<file path="src/erm_pkg.sv">
// shared types, constants and arithmetic helpers for the euler to rotation matrix block
`default_nettype none
package erm_pkg;

   localparam int unsigned CORDIC_STAGES_DEF = 16;
   localparam int unsigned ANG_W = 32;
   localparam int unsigned EPS_W = 17;
   localparam int unsigned Q14_W = 16;
   localparam int unsigned CW = 34;
   localparam int unsigned LANES = 3;
   localparam int unsigned WRAP_STAGES = 6;
   localparam int unsigned MATRIX_STAGES = 3;

   localparam int unsigned U_W = 33;
   localparam int unsigned Q_W = 15;
   localparam int unsigned R_W = 20;
   localparam int unsigned W_W = 22;

   localparam logic [CW-1:0] U_OFFSET = 34'd2148024287;
   localparam logic [Q_W-1:0] RECIP = 15'd20860;
   localparam logic [CW-1:0] TWO_PI_U = 34'd411775;
   localparam logic [R_W-1:0] TWO_PI_R = 20'd411775;

   localparam logic signed [W_W-1:0] PI_Q16 = 22'sd205887;
   localparam logic signed [W_W-1:0] TWO_PI_Q16 = 22'sd411775;

   localparam logic signed [CW-1:0] PI_Q30 = 34'sd3373259426;
   localparam logic signed [CW-1:0] HALF_PI_Q30 = 34'sd1686629713;
   localparam logic signed [CW-1:0] GAIN_Q30 = 34'sd652032874;

   localparam logic signed [2*CW-1:0] RND30 = 68'sd536870912;
   localparam logic signed [CW:0] RND16 = 35'sd32768;
   localparam logic signed [CW:0] ONE_Q14 = 35'sd16384;

   typedef logic signed [CW-1:0] cval_type;

   typedef struct packed {
      logic signed [ANG_W-1:0] yaw_angle;
      logic signed [ANG_W-1:0] pitch_angle;
      logic signed [ANG_W-1:0] roll_angle;
   } req_type;

   typedef struct packed {
      logic signed [Q14_W-1:0] m00;
      logic signed [Q14_W-1:0] m01;
      logic signed [Q14_W-1:0] m02;
      logic signed [Q14_W-1:0] m10;
      logic signed [Q14_W-1:0] m11;
      logic signed [Q14_W-1:0] m12;
      logic signed [Q14_W-1:0] m20;
      logic signed [Q14_W-1:0] m21;
      logic signed [Q14_W-1:0] m22;
   } rsp_type;

   function automatic cval_type atan_value(input int idx);
      cval_type v;
      case (idx)
         0: v = 34'sd843314857;
         1: v = 34'sd497837829;
         2: v = 34'sd263043837;
         3: v = 34'sd133525159;
         4: v = 34'sd67021687;
         5: v = 34'sd33543516;
         6: v = 34'sd16775851;
         7: v = 34'sd8388437;
         8: v = 34'sd4194283;
         9: v = 34'sd2097149;
         10: v = 34'sd1048576;
         11: v = 34'sd524288;
         12: v = 34'sd262144;
         13: v = 34'sd131072;
         14: v = 34'sd65536;
         15: v = 34'sd32768;
         16: v = 34'sd16384;
         17: v = 34'sd8192;
         18: v = 34'sd4096;
         19: v = 34'sd2048;
         20: v = 34'sd1024;
         21: v = 34'sd512;
         22: v = 34'sd256;
         23: v = 34'sd128;
         default: v = '0;
      endcase
      return v;
   endfunction

   // q2.30 product rounded half up
   function automatic cval_type mul30(input cval_type a, input cval_type b);
      logic signed [2*CW-1:0] p;
      p = a * b + RND30;
      return p[CW+29:30];
   endfunction

   // q2.30 to q1.14, rounded half up and clamped to +/-1.0
   function automatic logic signed [Q14_W-1:0] to_q14(input logic signed [CW:0] v);
      logic signed [CW:0] t;
      t = (v + RND16) >>> 16;
      if (t > ONE_Q14) begin
         t = ONE_Q14;
      end
      if (t < -ONE_Q14) begin
         t = -ONE_Q14;
      end
      return t[Q14_W-1:0];
   endfunction

endpackage
`default_nettype wire

</file>
<file path="src/erm_wrap.sv">
// angle reduction pipeline: modulo 2*pi, edge band, quadrant fold, scale to q2.30
`default_nettype none
module erm_wrap (
   input  wire logic                            clock,
   input  wire logic                            reset,
   input  wire logic                            in_valid,
   input  wire erm_pkg::req_type                in_beat,
   input  wire logic [erm_pkg::EPS_W-1:0]       eps,
   output logic                                 out_valid,
   output erm_pkg::cval_type                    z_out [erm_pkg::LANES],
   output logic                                 neg_out [erm_pkg::LANES]
);

   logic signed [erm_pkg::ANG_W-1:0] ang [erm_pkg::LANES];
   logic [erm_pkg::WRAP_STAGES-1:0] valid_ff;

   logic [erm_pkg::U_W-1:0] u1_ff [erm_pkg::LANES];
   logic [erm_pkg::U_W-1:0] u2_ff [erm_pkg::LANES];
   logic [erm_pkg::Q_W-1:0] q2_ff [erm_pkg::LANES];
   logic [erm_pkg::R_W-1:0] r3_ff [erm_pkg::LANES];
   logic signed [erm_pkg::W_W-1:0] m4_ff [erm_pkg::LANES];
   logic signed [erm_pkg::W_W-1:0] w5_ff [erm_pkg::LANES];
   erm_pkg::cval_type z6_ff [erm_pkg::LANES];
   logic neg6_ff [erm_pkg::LANES];

   logic signed [erm_pkg::W_W-1:0] eps_s;

   assign ang[0] = in_beat.yaw_angle;
   assign ang[1] = in_beat.pitch_angle;
   assign ang[2] = in_beat.roll_angle;
   assign eps_s = signed'({{(erm_pkg::W_W-erm_pkg::EPS_W){1'b0}}, eps});

   always_ff @(posedge clock) begin
      if (reset) begin
         valid_ff <= '0;
      end else begin
         valid_ff <= {valid_ff[erm_pkg::WRAP_STAGES-2:0], in_valid};
      end
   end

   always_ff @(posedge clock) begin
      logic [erm_pkg::CW-1:0] u_in;
      logic [erm_pkg::U_W+erm_pkg::Q_W-1:0] prod_in;
      logic [erm_pkg::CW-1:0] r_in;
      logic [erm_pkg::R_W-1:0] rc_in;
      logic signed [erm_pkg::W_W-1:0] m_in;
      logic signed [erm_pkg::W_W-1:0] w_in;
      logic signed [erm_pkg::CW+1:0] zw_in;
      erm_pkg::cval_type z_in;
      logic neg_in;
      for (int k = 0; k < erm_pkg::LANES; k++) begin
         // offset by a whole number of turns plus pi so the dividend is positive
         u_in = {{(erm_pkg::CW-erm_pkg::ANG_W){ang[k][erm_pkg::ANG_W-1]}}, ang[k]}
                + erm_pkg::U_OFFSET;
         u1_ff[k] <= u_in[erm_pkg::U_W-1:0];

         prod_in = u1_ff[k] * erm_pkg::RECIP;
         q2_ff[k] <= prod_in[erm_pkg::U_W+erm_pkg::Q_W-1:erm_pkg::U_W];
         u2_ff[k] <= u1_ff[k];

         r_in = erm_pkg::CW'(u2_ff[k]) - erm_pkg::CW'(q2_ff[k]) * erm_pkg::TWO_PI_U;
         r3_ff[k] <= r_in[erm_pkg::R_W-1:0];

         rc_in = (r3_ff[k] >= erm_pkg::TWO_PI_R) ? r3_ff[k] - erm_pkg::TWO_PI_R : r3_ff[k];
         m4_ff[k] <= signed'({{(erm_pkg::W_W-erm_pkg::R_W){1'b0}}, rc_in}) - erm_pkg::PI_Q16;

         // edge band near +/-pi
         m_in = m4_ff[k];
         if (m_in > erm_pkg::PI_Q16 - eps_s) begin
            m_in = m_in - erm_pkg::TWO_PI_Q16;
         end
         if (m_in < eps_s - erm_pkg::PI_Q16) begin
            m_in = m_in + erm_pkg::TWO_PI_Q16;
         end
         w5_ff[k] <= m_in;

         w_in = w5_ff[k];
         if (w_in > erm_pkg::PI_Q16) begin
            w_in = w_in - erm_pkg::TWO_PI_Q16;
         end
         if (w_in < -erm_pkg::PI_Q16) begin
            w_in = w_in + erm_pkg::TWO_PI_Q16;
         end
         zw_in = {{(erm_pkg::CW+2-erm_pkg::W_W){w_in[erm_pkg::W_W-1]}}, w_in} <<< 14;
         z_in = zw_in[erm_pkg::CW-1:0];
         neg_in = 1'b0;
         if (z_in > erm_pkg::HALF_PI_Q30) begin
            z_in = z_in - erm_pkg::PI_Q30;
            neg_in = 1'b1;
         end else if (z_in < -erm_pkg::HALF_PI_Q30) begin
            z_in = z_in + erm_pkg::PI_Q30;
            neg_in = 1'b1;
         end
         z6_ff[k] <= z_in;
         neg6_ff[k] <= neg_in;
      end
   end

   assign out_valid = valid_ff[erm_pkg::WRAP_STAGES-1];
   assign z_out = z6_ff;
   assign neg_out = neg6_ff;

endmodule
`default_nettype wire

</file>
<file path="config.mk">
export PLATFORM = sky130hd
export DESIGN_NAME = erm_wrap
export DESIGN_NICKNAME = d
export VERILOG_FILES = /design/src/erm_pkg.sv /design/src/erm_wrap.sv
export SDC_FILE = /design/constraint.sdc
export NUM_CORES = 2
export LEC_CHECK = 0
export BUFFER_PORTS_ARGS = -buffer_cell sky130_fd_sc_hd__buf_4
export CAP_MARGIN = 15
export CORE_AREA = 2 2 396 398
export DETAILED_ROUTE_END_ITERATION = 7
export DIE_AREA = 0 0 398 400
export PLACE_DENSITY = 0.51
export SLEW_MARGIN = 10
export SYNTH_ARGS = -nofsm -noshare
export SYNTH_HDL_FRONTEND = slang
export SYNTH_SLANG_ARGS = --single-unit
export TNS_END_PERCENT = 1
</file>
<file path="constraint.sdc">
create_clock -name clock -period 19 [get_ports clock]
set_input_delay 0.95 -clock clock [delete_from_list [all_inputs] [get_ports clock]]
set_output_delay 0.95 -clock clock [all_outputs]
set_load 0.01 [all_outputs]
</file>
* Word level (Yosys, flattened, before mapping)
Memories as Yosys holds them, arrays and structs flattened.
Cells that the tools add are included.
Widths: inputs -> output; s select.
** Storage, ports and cells
- Bits in latches :: 0
- Input bits :: 116
- Logic and storage cells :: 96
- ROM bits :: 0
- Memories kept :: 6
- Flip-flop bits (word level) :: 111
- Memory bits (writable) :: 435
- Output and inout bits :: 106
** Cells by class
- Multiplexer cells :: 24
- Multipliers :: 6
- $lt $le $gt $ge :: 21
- Add/subtract/negate cells :: 32
- Equal/unequal tests :: 0
- Reductions and logical operators :: 0
- Divide/modulo/power cells :: 0
- Shift-type cells :: 0
- Bitwise logic cells :: 0
** Memory list
- u1_ff :: depth 3, bits a word 33, rd ports 3, clocked after memory_dff 0, wr ports 3, RTL line erm_wrap.sv:17 : logic [erm_pkg::U_W-1:0] u1_ff [erm_pkg::LANES];
- u2_ff :: depth 3, bits a word 33, rd ports 3, clocked after memory_dff 0, wr ports 3, RTL line erm_wrap.sv:18 : logic [erm_pkg::U_W-1:0] u2_ff [erm_pkg::LANES];
- m4_ff :: depth 3, bits a word 22, rd ports 3, clocked after memory_dff 0, wr ports 3, RTL line erm_wrap.sv:21 : logic signed [erm_pkg::W_W-1:0] m4_ff [erm_pkg::LANES];
- w5_ff :: depth 3, bits a word 22, rd ports 3, clocked after memory_dff 0, wr ports 3, RTL line erm_wrap.sv:22 : logic signed [erm_pkg::W_W-1:0] w5_ff [erm_pkg::LANES];
- r3_ff :: depth 3, bits a word 20, rd ports 3, clocked after memory_dff 0, wr ports 3, RTL line erm_wrap.sv:20 : logic [erm_pkg::R_W-1:0] r3_ff [erm_pkg::LANES];
- q2_ff :: depth 3, bits a word 15, rd ports 3, clocked after memory_dff 0, wr ports 3, RTL line erm_wrap.sv:19 : logic [erm_pkg::Q_W-1:0] q2_ff [erm_pkg::LANES];
** Operators by type and width (count)
- $mux 34 :: 6
- $mux 22 :: 9
- $mul 33x13->46 const B :: 3
- $sub 22x20->22 const B :: 6
- $mux 20 :: 6
- $add 34x33->34 const B :: 3
- $gt 34x32->1 const B :: 3
- $lt 34x32->1 const B :: 3
- $sub 34x33->34 const B :: 3
- $add 32x33->33 const B :: 3
- $add 22x20->22 const B :: 3
- $gt 22x19->1 :: 3
- $gt 22x19->1 const B :: 3
- $lt 22x19->1 :: 3
- $lt 22x19->1 const B :: 3
- $sub 20x18->21 const B :: 3
- $add 20x20->20 const B :: 3
- $ge 20x19->1 const B :: 3
- $mul 15x19->20 const B :: 3
- $sub 20x19->20 const B :: 3
- $sub 20x20->20 :: 3
- $sub 17x18->19 const B :: 1
- $sub 18x17->19 const A :: 1
- $mux 1 :: 3

* Depth between registers and ports, before layout
An unclocked memory read counts as a cell.
- Depth in word-level cells :: 8
- Depth in mapped cells :: 35

* Least setup slack after synthesis
No wires, ideal clock.
- Kind :: input to register
- From :: input port eps[6] in the netlist's numbering
- To :: memory w5_ff[0][54] in the netlist's numbering
- Stages :: 32
- Path buffers :: 2
- Required time :: 18.928 ns
- Data arrival time :: 6.671 ns
- Slack :: 12.257 ns
- Cell sequence :: inv_1 -> ha_1 -> nor3b_1 -> nor2_1 -> o21ai_0 -> nand2_1 -> ha_1 -> nand3_1 -> nor2_1 -> nand2_1 -> or4_1 -> nor3_1 -> a211o_1 -> inv_1 -> o21a_1 -> clkbuf_1 -> buf_1 -> and3_1 -> xnor2_1 -> inv_1 -> ha_1 -> a21o_1 -> a21o_1 -> a21oi_1 -> nor2_1 -> nor3_1 -> o21ai_0 -> a31o_2 -> a31o_2 -> or3_1 -> nor3b_1 -> xor2_1
** RTL lines
- start, declared :: RTL line erm_wrap.sv:8 : input wire logic [erm_pkg::EPS_W-1:0] eps,
- end, declared :: RTL line erm_wrap.sv:22

==> run summary <==
status = finished clean
register area share after synthesis = 15.2%
Vias per Instance = 5.04
Yosys warning total = 0
commonest non-fill, non-tap cell in the layout = inv_1
Post-Synth Simple-Gate Area = 11.6%
endpoints failing setup = 0
Post-Synth Adder-Cell Area = 41.9%
H-tree depth = 3
synthesized flop and latch total = 468
Area growth syn-to-layout = 9.08%
die width = 398 um
vias in the first global route = 46000
Post-Synth XOR/XNOR Area = 9.13%
Num CTS Buffers = 67
1st-pass router iterations = 6
hold buffers post-CTS = 0
clock sinks = 468
Fillers = 15300
DR iter-0 viols = 2249
CTS tree = done
fin crit share = 41.3%
MaxCap Viol Count = 0
min Tclk post-route = 7.85 ns
cell area after synthesis = 0.0615 mm2
Crit Path Max Fanout = 20
Slew headroom = 26.7%
largest family of logic cells by synthesized area = adder cells
NumNets Final = 8485
Max Clock Freq = 0.127 GHz
ys flop type = dfxtp_1
CTS resizes = 0
Final GP Congestion = 0.867
Avg WL per Cell = 16.6 um
Tightest Pin Transition = 1.09 ns
Detail Route Antenna Nets = 0
Rows = 145
die area = 0.159 mm2
clk_skew = 0.0268 ns
hold_ws = 0.438 ns
mux contribution to synthesized area = 0.968%
WL final = 147000 um
routed vias = 44700
initial antenna violation count = 1
count of cell types in the netlist = 126
CTS Buffer Depth = 3
grt total ovfl = 0
CP Launch Type = primary input
Starting Density = 39.7%
Critical Path RT = 19.59 ns
CP peak stage delay = 0.78 ns
average size of a mapped cell = 9.27 um2
Die Height = 400 um
Detail Placement HPWL = 126000 um
CP Capture Type = register
Setup CP Type = primary input to register
Post-synth EDFFs = 0
I/O Buffers = 218
Root Buffer = clkbuf_16
Max Slew Vio Count = 0
first-pass GRT wire length = 245000 um
most frequent cells in the layout = 1264 x inv_1, 828 x ha_1, 771 x fa_1
RSZ-0062 raised after global routing = no
largest net degree at the start of global routing = 22
I/O Pins = 222
Seq. cell area = 0.00937 mm2
Post CTS Setup Buffer Count = 0
slowest cell on the critical path = o41ai_2
later-pin clock latency in the skew report = 0.66 ns
GRT Resource Usage Total = 19.0%
Worst-path clk slew = 0.06 ns
final hold viol count = 0
Multi-input gate area = 0.0465 mm2
fraction of registers with async set/reset = 0%
Setup TNS = 0 ns
ant diodes = 0
HP Class = register to register
Compound-Gate Fraction of Synth Area = 11.9%
Syn Inst Count = 6633
core area = 0.155 mm2
fraction of layout cells with a size suffix above 1 = 7.33%
Remaining DRCs = 0
Crit path arrival time = 8.43 ns
[worst paths after layout]
path,startpoint,to,slack [ns],depth (start not counted)
min reg2reg,valid_ff[0],valid_ff[1],0.44,1
max reg2reg,u1_ff[0][23],q2_ff[0][14],11.45,22
max,eps[6],w5_ff[0][5],11.15,32
min,valid_ff[0],valid_ff[1],0.44,1
[synth_stat cells (all sizes together) (49+ instances only)]
library cell / number / area (um2)
inv: 1267 / 4760
ha: 828 / 10400
fa: 771 / 15400
dfxtp: 468 / 9370
xnor2: 440 / 3900
nor2: 341 / 1290
nand2: 337 / 1280
a21oi: 211 / 1070
xor2: 195 / 1720
o21ai: 165 / 833
nand3: 152 / 766
nor3: 125 / 636
buf: 91 / 631
clkbuf: 76 / 288
nand4: 74 / 482
a21o: 73 / 549
a31oi: 60 / 397
o21a: 53 / 399
and3: 51 / 319
nor2b: 49 / 307
[cells by family (layout without fill, tap and decap cells)]
logic type | Yosys count | in the layout
XOR/XNOR | 635 | 635
AND/OR/NAND/NOR | 1421 | 1421
flip-flops | 468 | 468
other | 1 | 3
adder cells (fa/ha/maj) | 1599 | 1599
buffers and inverters | 1434 | 1619
multiplexers | 58 | 58
AO/OA/AOI/OAI | 1017 | 1017
[area by class of cell]
class / count / area share (%)
clock buffers: 84 / 2.73
clock inverters: 35 / 0.503
repair buffers: 233 / 2.61
well taps: 2058 / 3.84
inverters: 1267 / 7.09
flip-flops and latches: 468 / 14.0
multi-input cells: 4733 / 69.3
[per-layer routing]
metal | part of all wire (%) | global-route usage [%] | vias up
met2 | 46 | 31.2 | 678
met3 | 3.5 | 2.13 | 139
met4 | 1.5 | 3.94 | 2
met5 | 0.0088 | 0 | -
met1 | 49 | 26.8 | 21700
li1 | - | - | 22200
[metrics by stage]
stage	instances	cell area [um2]	util (%)	setup WS, ns
floorplan	6635	61500	-	12.26
global placement	8759	64900	41.9	10.67
CTS	8878	67100	43.3	11.35
global route	8878	67100	43.3	10.59
detailed placement	8759	64900	41.9	10.63
finish	8878	67100	43.3	11.15
[worst max-delay path: cells and delay by family]
family	cells	cell delay, ns
AOI/OAI and AO/OA	13	4.29
and+or+nand+nor	11	1.75
adders and majority gates	3	0.68
buffers and inverters	3	0.38
muxes	1	0.23
xor gates and xnor gates	1	0.13
[sequential cells by signal (all words and copies together) (netlist names)]
register	count
q2_ff	45
u1_ff	99
w5_ff	66
valid_ff	6
z_out	69
u2_ff	60
r3_ff	60
m4_ff	63
Power is left out: the tool's default activity adds up to more than one toggle a clock period on the data nets, which glitch-free logic cannot reach.
